[src/hdl/swkc_pkg.sv]
package swkc_pkg;

   localparam int DEFAULT_MAX_WINDOW = 1024;
   localparam int DEFAULT_KIND_COUNT = 5;

   localparam int SYMBOL_W    = 3;
   localparam int CFG_DATA_W  = 11;
   localparam int CFG_INDEX_W = 3;
   localparam int KIND_W      = 3;
   localparam int MINIMUM_W   = 11;
   localparam int TOTAL_W     = 32;

   // Register index map of the configuration port.
   localparam logic [CFG_INDEX_W-1:0] REG_WINDOW_LENGTH  = 3'd0;
   localparam logic [CFG_INDEX_W-1:0] REG_FIRST_KIND     = 3'd1;
   localparam logic [CFG_INDEX_W-1:0] REG_FIRST_MINIMUM  = 3'd2;
   localparam logic [CFG_INDEX_W-1:0] REG_SECOND_KIND    = 3'd3;
   localparam logic [CFG_INDEX_W-1:0] REG_SECOND_MINIMUM = 3'd4;

   localparam logic [KIND_W-1:0] FIRST_KIND_RESET  = 3'd0;
   localparam logic [KIND_W-1:0] SECOND_KIND_RESET = 3'd1;

endpackage

[src/hdl/swkc_cell.sv]
module swkc_cell
   import swkc_pkg::*;
(
   input  logic                clock,
   input  logic                advance,
   input  logic                load,
   input  logic [SYMBOL_W-1:0] load_sym,
   input  logic [SYMBOL_W-1:0] shift_sym,
   output logic [SYMBOL_W-1:0] sym_out
);

   logic [SYMBOL_W-1:0] sym_ff;
   logic [SYMBOL_W-1:0] sym_in;

   // The cell at the insert point takes the new symbol, all others take their neighbor's.
   assign sym_in  = load ? load_sym : shift_sym;
   assign sym_out = sym_ff;

   always_ff @(posedge clock) begin
      if (advance) begin
         sym_ff <= sym_in;
      end
   end

endmodule

[src/hdl/swkc_chain.sv]
module swkc_chain
   import swkc_pkg::*;
#(
   parameter int MAX_WINDOW = DEFAULT_MAX_WINDOW
)
(
   input  logic                          clock,
   input  logic                          advance,
   input  logic [$clog2(MAX_WINDOW)-1:0] insert_pos,
   input  logic [SYMBOL_W-1:0]           new_sym,
   output logic [SYMBOL_W-1:0]           tail_sym
);

   localparam int IW = $clog2(MAX_WINDOW);

   logic [SYMBOL_W-1:0] cell_sym [MAX_WINDOW];

   for (genvar i = 0; i < MAX_WINDOW; i++) begin : g_cell
      logic [SYMBOL_W-1:0] from_prev;

      if (i == 0) begin : g_head
         assign from_prev = new_sym;
      end else begin : g_body
         assign from_prev = cell_sym[i-1];
      end

      swkc_cell u_cell (
         .clock     (clock),
         .advance   (advance),
         .load      (insert_pos == IW'(i)),
         .load_sym  (new_sym),
         .shift_sym (from_prev),
         .sym_out   (cell_sym[i])
      );
   end

   // The symbol leaving the window always sits in the last cell.
   assign tail_sym = cell_sym[MAX_WINDOW-1];

endmodule

[src/hdl/sliding_window_kind_count_match.sv]
// Sliding-window kind counter with two count thresholds.
//
// Input channel (req_): one symbol per transfer, counted if of kind 0..KIND_COUNT-1, with
// req_final_item marking the last symbol of a sequence. Result channel (rsp_):
// one result per input transfer, in order: window_hit for the window ending at
// that symbol, the saturating hit_total of the sequence so far, and
// sequence_end copied from final_item. After the final symbol all sequence
// state clears; writing window_length does the same.
//
// A result is registered at the edge that takes its symbol. Throughput is one
// symbol per cycle while the receiver does not stall; the count update and
// threshold test are combinational. The window is a chain of MAX_WINDOW symbol
// cells that shift on every transfer; the new symbol enters at cell
// MAX_WINDOW-length so the departing one always appears at the last cell.
//
// When the receiver stalls, the held result stays in the output register and
// req_stall rises, so at most one result waits. Reset clears counts, fill
// level, total and the output valid, and restores the register defaults; the
// cell chain needs no clearing, since only cells written in the current
// sequence are ever read.
module sliding_window_kind_count_match
   import swkc_pkg::*;
#(
   parameter int MAX_WINDOW = DEFAULT_MAX_WINDOW,
   parameter int KIND_COUNT = DEFAULT_KIND_COUNT
)
(
   input  logic                   clock,
   input  logic                   reset,

   input  logic                   req_valid,
   output logic                   req_stall,
   input  logic [SYMBOL_W-1:0]    req_symbol,
   input  logic                   req_final_item,

   output logic                   rsp_valid,
   input  logic                   rsp_stall,
   output logic                   rsp_window_hit,
   output logic [TOTAL_W-1:0]     rsp_hit_total,
   output logic                   rsp_sequence_end,

   input  logic                   csr_write_enable,
   input  logic [CFG_INDEX_W-1:0] csr_index,
   input  logic [CFG_DATA_W-1:0]  csr_write_data
);

   localparam int IW = $clog2(MAX_WINDOW);      // cell index width
   localparam int LW = $clog2(MAX_WINDOW + 1);  // window length / count width

   // Configuration
   logic [LW-1:0]        active_len_ff, active_len_in;
   logic [IW-1:0]        insert_pos_ff, insert_pos_in;
   logic [KIND_W-1:0]    first_kind_ff, second_kind_ff;
   logic [MINIMUM_W-1:0] first_min_ff, second_min_ff;
   logic                 len_write;

   // Sequence state
   logic [LW-1:0]        counts_ff [KIND_COUNT];
   logic [LW-1:0]        counts_in [KIND_COUNT];
   logic [LW-1:0]        counts_upd [KIND_COUNT];
   logic [LW-1:0]        fill_ff, fill_in, fill_upd;
   logic [TOTAL_W-1:0]   total_ff, total_in, total_upd;

   // Output register
   logic                 rsp_valid_ff, rsp_valid_in;
   logic                 rsp_hit_ff;
   logic [TOTAL_W-1:0]   rsp_total_ff;
   logic                 rsp_end_ff;

   logic                 accept;
   logic                 full_before;
   logic                 full_after;
   logic [SYMBOL_W-1:0]  old_sym;
   logic [LW-1:0]        first_count, second_count;
   logic                 hit;

   // Take a new symbol whenever the output register is empty or drains this cycle.
   assign req_stall = rsp_valid_ff & rsp_stall;
   assign accept    = req_valid & ~req_stall;

   // Clamp the window length: zero acts as one, anything above MAX_WINDOW as MAX_WINDOW.
   assign len_write = csr_write_enable && (csr_index == REG_WINDOW_LENGTH);

   always_comb begin
      if (csr_write_data == '0) begin
         active_len_in = LW'(1);
      end else if (32'(csr_write_data) > 32'(MAX_WINDOW)) begin
         active_len_in = LW'(MAX_WINDOW);
      end else begin
         active_len_in = LW'(csr_write_data);
      end
      insert_pos_in = IW'(32'(MAX_WINDOW) - 32'(active_len_in));
   end

   always_ff @(posedge clock) begin
      if (reset) begin
         active_len_ff  <= LW'(1);
         insert_pos_ff  <= IW'(MAX_WINDOW - 1);
         first_kind_ff  <= FIRST_KIND_RESET;
         first_min_ff   <= '0;
         second_kind_ff <= SECOND_KIND_RESET;
         second_min_ff  <= '0;
      end else if (csr_write_enable) begin
         unique case (csr_index)
            REG_WINDOW_LENGTH: begin
               active_len_ff <= active_len_in;
               insert_pos_ff <= insert_pos_in;
            end
            REG_FIRST_KIND:     first_kind_ff  <= csr_write_data[KIND_W-1:0];
            REG_FIRST_MINIMUM:  first_min_ff   <= csr_write_data[MINIMUM_W-1:0];
            REG_SECOND_KIND:    second_kind_ff <= csr_write_data[KIND_W-1:0];
            REG_SECOND_MINIMUM: second_min_ff  <= csr_write_data[MINIMUM_W-1:0];
            default: ;  // drop writes beyond the register map
         endcase
      end
   end

   // Window cells: shift once per transfer.
   swkc_chain #(
      .MAX_WINDOW (MAX_WINDOW)
   ) u_chain (
      .clock      (clock),
      .advance    (accept),
      .insert_pos (insert_pos_ff),
      .new_sym    (req_symbol),
      .tail_sym   (old_sym)
   );

   // Per-kind counts: the incoming symbol adds one, the departing one (once the
   // window is full) removes one. Kinds out of range count nowhere.
   assign full_before = (fill_ff >= active_len_ff);
   assign fill_upd    = full_before ? fill_ff : fill_ff + LW'(1);
   assign full_after  = (fill_upd >= active_len_ff);

   always_comb begin
      logic inc;
      logic dec;
      for (int k = 0; k < KIND_COUNT; k++) begin
         inc = (32'(req_symbol) == k);
         dec = full_before && (32'(old_sym) == k) && (counts_ff[k] != '0);
         if (inc && !dec) begin
            counts_upd[k] = counts_ff[k] + LW'(1);
         end else if (dec && !inc) begin
            counts_upd[k] = counts_ff[k] - LW'(1);
         end else begin
            counts_upd[k] = counts_ff[k];
         end
      end
   end

   // Select the two tested counts; a tested kind out of range reads as zero.
   always_comb begin
      first_count  = '0;
      second_count = '0;
      for (int k = 0; k < KIND_COUNT; k++) begin
         if (32'(first_kind_ff) == k) begin
            first_count = counts_upd[k];
         end
         if (32'(second_kind_ff) == k) begin
            second_count = counts_upd[k];
         end
      end
   end

   assign hit = full_after
              && (32'(first_count) >= 32'(first_min_ff))
              && (32'(second_count) >= 32'(second_min_ff));

   // Saturate the running total.
   assign total_upd = (hit && (total_ff != '1)) ? total_ff + TOTAL_W'(1) : total_ff;

   // The final symbol clears the sequence after its result is formed.
   always_comb begin
      for (int k = 0; k < KIND_COUNT; k++) begin
         counts_in[k] = req_final_item ? '0 : counts_upd[k];
      end
      fill_in  = req_final_item ? '0 : fill_upd;
      total_in = req_final_item ? '0 : total_upd;
   end

   always_ff @(posedge clock) begin
      if (reset || len_write) begin
         for (int k = 0; k < KIND_COUNT; k++) begin
            counts_ff[k] <= '0;
         end
         fill_ff  <= '0;
         total_ff <= '0;
      end else if (accept) begin
         for (int k = 0; k < KIND_COUNT; k++) begin
            counts_ff[k] <= counts_in[k];
         end
         fill_ff  <= fill_in;
         total_ff <= total_in;
      end
   end

   // Output register: load on transfer in, hold while stalled.
   assign rsp_valid_in = accept | (rsp_valid_ff & rsp_stall);

   always_ff @(posedge clock) begin
      if (reset) begin
         rsp_valid_ff <= 1'b0;
      end else begin
         rsp_valid_ff <= rsp_valid_in;
      end
   end

   always_ff @(posedge clock) begin
      if (accept) begin
         rsp_hit_ff   <= hit;
         rsp_total_ff <= total_upd;
         rsp_end_ff   <= req_final_item;
      end
   end

   assign rsp_valid        = rsp_valid_ff;
   assign rsp_window_hit   = rsp_hit_ff;
   assign rsp_hit_total    = rsp_total_ff;
   assign rsp_sequence_end = rsp_end_ff;

endmodule

[config.mk]
export PLATFORM = sky130hd
export DESIGN_NAME = sliding_window_kind_count_match
export DESIGN_NICKNAME = d
export VERILOG_FILES = /design/src/hdl/swkc_pkg.sv /design/src/hdl/swkc_cell.sv /design/src/hdl/swkc_chain.sv /design/src/hdl/sliding_window_kind_count_match.sv
export SDC_FILE = /design/constraint.sdc
export NUM_CORES = 2
export LEC_CHECK = 0
export ABC_AREA = 1
export BUFFER_PORTS_ARGS = -buffer_cell sky130_fd_sc_hd__buf_2
export CORE_MARGIN = 4
export CORE_UTILIZATION = 45
export DETAILED_ROUTE_END_ITERATION = 16
export PLACE_DENSITY_LB_ADDON = 0.2
export SKIP_LAST_GASP = 1
export SYNTH_ARGS = -nofsm -noshare
export SYNTH_HDL_FRONTEND = slang
export SYNTH_SLANG_ARGS = --single-unit
[constraint.sdc]
create_clock -name clock -period 214.5 [get_ports clock]
set_input_delay 10.725 -clock clock [delete_from_list [all_inputs] [get_ports clock]]
set_output_delay 10.725 -clock clock [all_outputs]
set_load 0.01 [all_outputs]
==> impl_metrics.json <==
{
  "fin_cells": 17300,
  "h-tree-depth": 5,
  "antenna_found_initial": 13,
  "antenna_left": 0,
  "regToRegSetupSlack_ns": 205.82,
  "netlist_area_um2": 141000,
  "crit_buf_inv": 3,
  "numClockSinks": 3253,
  "cts-root-buf": "clkbuf_16",
  "relSlewSlack_pct": 20.2,
  "synth-edff-count": 3161,
  "synth_cell_types": 54,
  "wl_per_cell_um": 20.7,
  "grt_max_degree": 208,
  "dieArea_um2": 322000,
  "power_density_nw_per_um2": 9.11,
  "fin_nets": 12900,
  "yosys-top-cells-count": "nand2_1 (3,876), edfxtp_1 (3,161), o21ai_0 (3,036), nand3_1 (1,024), clkbuf_1 (495)",
  "pre_cts_ws_ns": 192.63,
  "worstPathMaxFanout": 2,
  "p_leak_nw": 58.4,
  "max_slew.worst_pin.slew_ns": 1.20,
  "numCtsBuffers": 351,
  "hold_viol": 0,
  "grt_pass1_wl_um": 546000,
  "layout_setup_ws_ns": 192.63,
  "hold_path_end": "second_min_ff[8]",
  "skew_ns": 0.0419,
  "die_width_um": 567,
  "grt.overflow.total": 0,
  "fin_hold_ws_ns": 0.475,
  "start_util_pct": 45.2,
  "path_clk_slew_ns": 0.05,
  "synth-seq-area-share_pct": 68.8,
  "required_ns": 203.77,
  "syn_to_final_growth_pct": 10.5,
  "crit_type": "input pin to output port",
  "hold_path_depth": 2,
  "vias": 97900,
  "yosysWarnings": 0,
  "drc": 0,
  "cts-resized-gates": 0,
  "routed_wirelength_um": 357000,
  "coreArea_um2": 312000,
  "first_global_vias": 93500,
  "post-route-cell-area_um2": 155000,
  "dpl.hpwl_um": 188000,
  "cpMostUsedCell": "buf_2",
  "maxCapViolations": 0,
  "fmax_mhz": 45.7,
  "syn_nets": 13100,
  "status": "finished clean",
  "first_iter_violations": 11600,
  "ys_ff_latch": 3253,
  "rr_worst_depth": 11,
  "synth.top_cells.by_area": "edfxtp_1 (67%), o21ai_0 (11%), nand2_1 (10%)",
  "port_buffers": 58,
  "detail_route.first_pass.iterations": 7,
  "cp-end-kind": "output port",
  "irDropWorstVdd_mv": 0.00703,
  "setup_violations": 0,
  "synth_top_area_cell": "edfxtp_1",
  "syn_inst": 13000,
  "fin_crit_ns": 21.87,
  "reg2reg_from": "rsp_valid",
  "cp_cell_sequence": "buf_2 > nand2_1 > inv_1 > buf_2",
  "hold_buffers": 0,
  "slowest_stage": "buf_2",
  "post_cts_buffers": 0,
  "syn_avg_cell_area_um2": 10.8,
  "worstPathArrival_ns": 11.14,
  "min_from": "second_min_ff[8]",
  "grt_setup_unrepaired": "false",
  "ys.flop_type": "edfxtp_1",
  "worstSkewPairLatency_ns": 0.91,
  "hold_path.class": "flop to flop",
  "placed_cell_area_um2": 145000,
  "cp_top_family": "buffers and inverters",
  "rows": 205,
  "gp_congestion": 0.832,
  "grt_use_total_pct": 21.3,
  "final_layout_size_suffix_gt1_share_pct": 6.11,
  "max_stage_delay_ns": 0.15,
  "ios": 59,
  "setup_tns_ns": 0,
  "yosysTopAreaCellShare_pct": 67.5,
  "synth_async_sr_flop_share_pct": 0,
  "viasPerCell": 5.68,
  "post-route-period-util_pct": 10.2,
  "tritoncts": "built",
  "dp.cells": 16600,
  "yosysMostFrequentCell": "nand2_1",
  "clock_path_buffers": 4,
  "timing.rr.end": "u_chain.g_cell[631].u_cell.sym_out[1]",
  "drv_slew": 0,
  "worstSetupStartpointType": "input pin",
  "die_h_um": 567
}
==> cell type report <==
class / instances / area [um2]
multi-input combinational: 8798 / 40400
inverter: 246 / 960
sequential: 3253 / 96800
antenna: 2 / 5.00
timing repair buffer: 200 / 1490
tap: 4140 / 5180
clock buffer: 437 / 9300
clock inverter: 182 / 1330
fill: 27100 / 156000
==> registers in the layout, summed over array words and instances, names as in the netlist, 3 cells and up <==
signal,cells
counts_ff,55
active_len_ff,11
fill_ff,11
u_chain.g_cell.u_cell.sym_out,3072
first_kind_ff,3
total_ff,32
first_min_ff,11
insert_pos_ff,9
rsp_hit_total,32
second_kind_ff,3
second_min_ff,11
==> metrics by stage <==
step                power [mW]  util [%]
finish                    1.42      49.9
global route              1.47      49.9
CTS                       1.43      49.9
detailed placement       0.859      46.5
global placement         0.857      46.5
floorplan                0.995         -
==> routing by layer <==
metal	up-vias	wire [um]	track usage (%)
met3	525	23900	2.77
li1	46200	-	-
met4	2	9150	6.01
met5	-	7	0
met1	47800	161000	30.7
met2	3421	163000	33.9
==> placed cells by master, fill, tap and decap left out, drive strengths merged, types with 69 or more instances in the layout <==
master and n:
nand2 3887, clkinv 154, edfxtp 3161, nor3 69
dfxtp 92, nor2 293, xor2 87, clkbuf 437
nand3 1036, a21oi 74, inv 255, buf 200
o21ai 3148
==> cells by family (layout without fill, tap and decap cells) <==
| group | count (synthesis) | count (layout) | synth area share (%) |
|---|---|---|---|
| simple gates | 5386 | 5386 | 15.8 |
| compound gates | 3252 | 3252 | 11.6 |
| other cells | 0 | 2 | 0 |
| fa+ha+maj | 57 | 57 | 0.507 |
| buf+inv | 925 | 1065 | 2.66 |
| xor+xnor | 103 | 103 | 0.646 |
| flops | 3253 | 3253 | 68.8 |
==> worst min-delay path, delay by kind of cell, from the launching register on <==
kind	cells	cell delay [ns]
compound gates	1	0.06
buf+inv	1	0.07
flops	1	0.29
==> power breakdown <==
part	switching [mW]	leakage, nW	internal (mW)
clock network	0.248	5.20	0.322
logic	0.0654	21.8	0.0222
registers	0.0138	31.4	0.746
==> worst max path at each step <==
| stage | from | end | cells past startpoint |
|---|---|---|---|
| 2_1_floorplan | rsp_stall | counts_ff[0][0] | 5 |
| 3_3_place_gp | rsp_stall | req_stall | 4 |
| 6_report | rsp_stall | req_stall | 4 |
| 3_5_place_dp | rsp_stall | req_stall | 4 |
| 4_1_cts | rsp_stall | req_stall | 4 |
| 5_1_grt | rsp_stall | req_stall | 4 |
(Power assumes the default switching activity.)
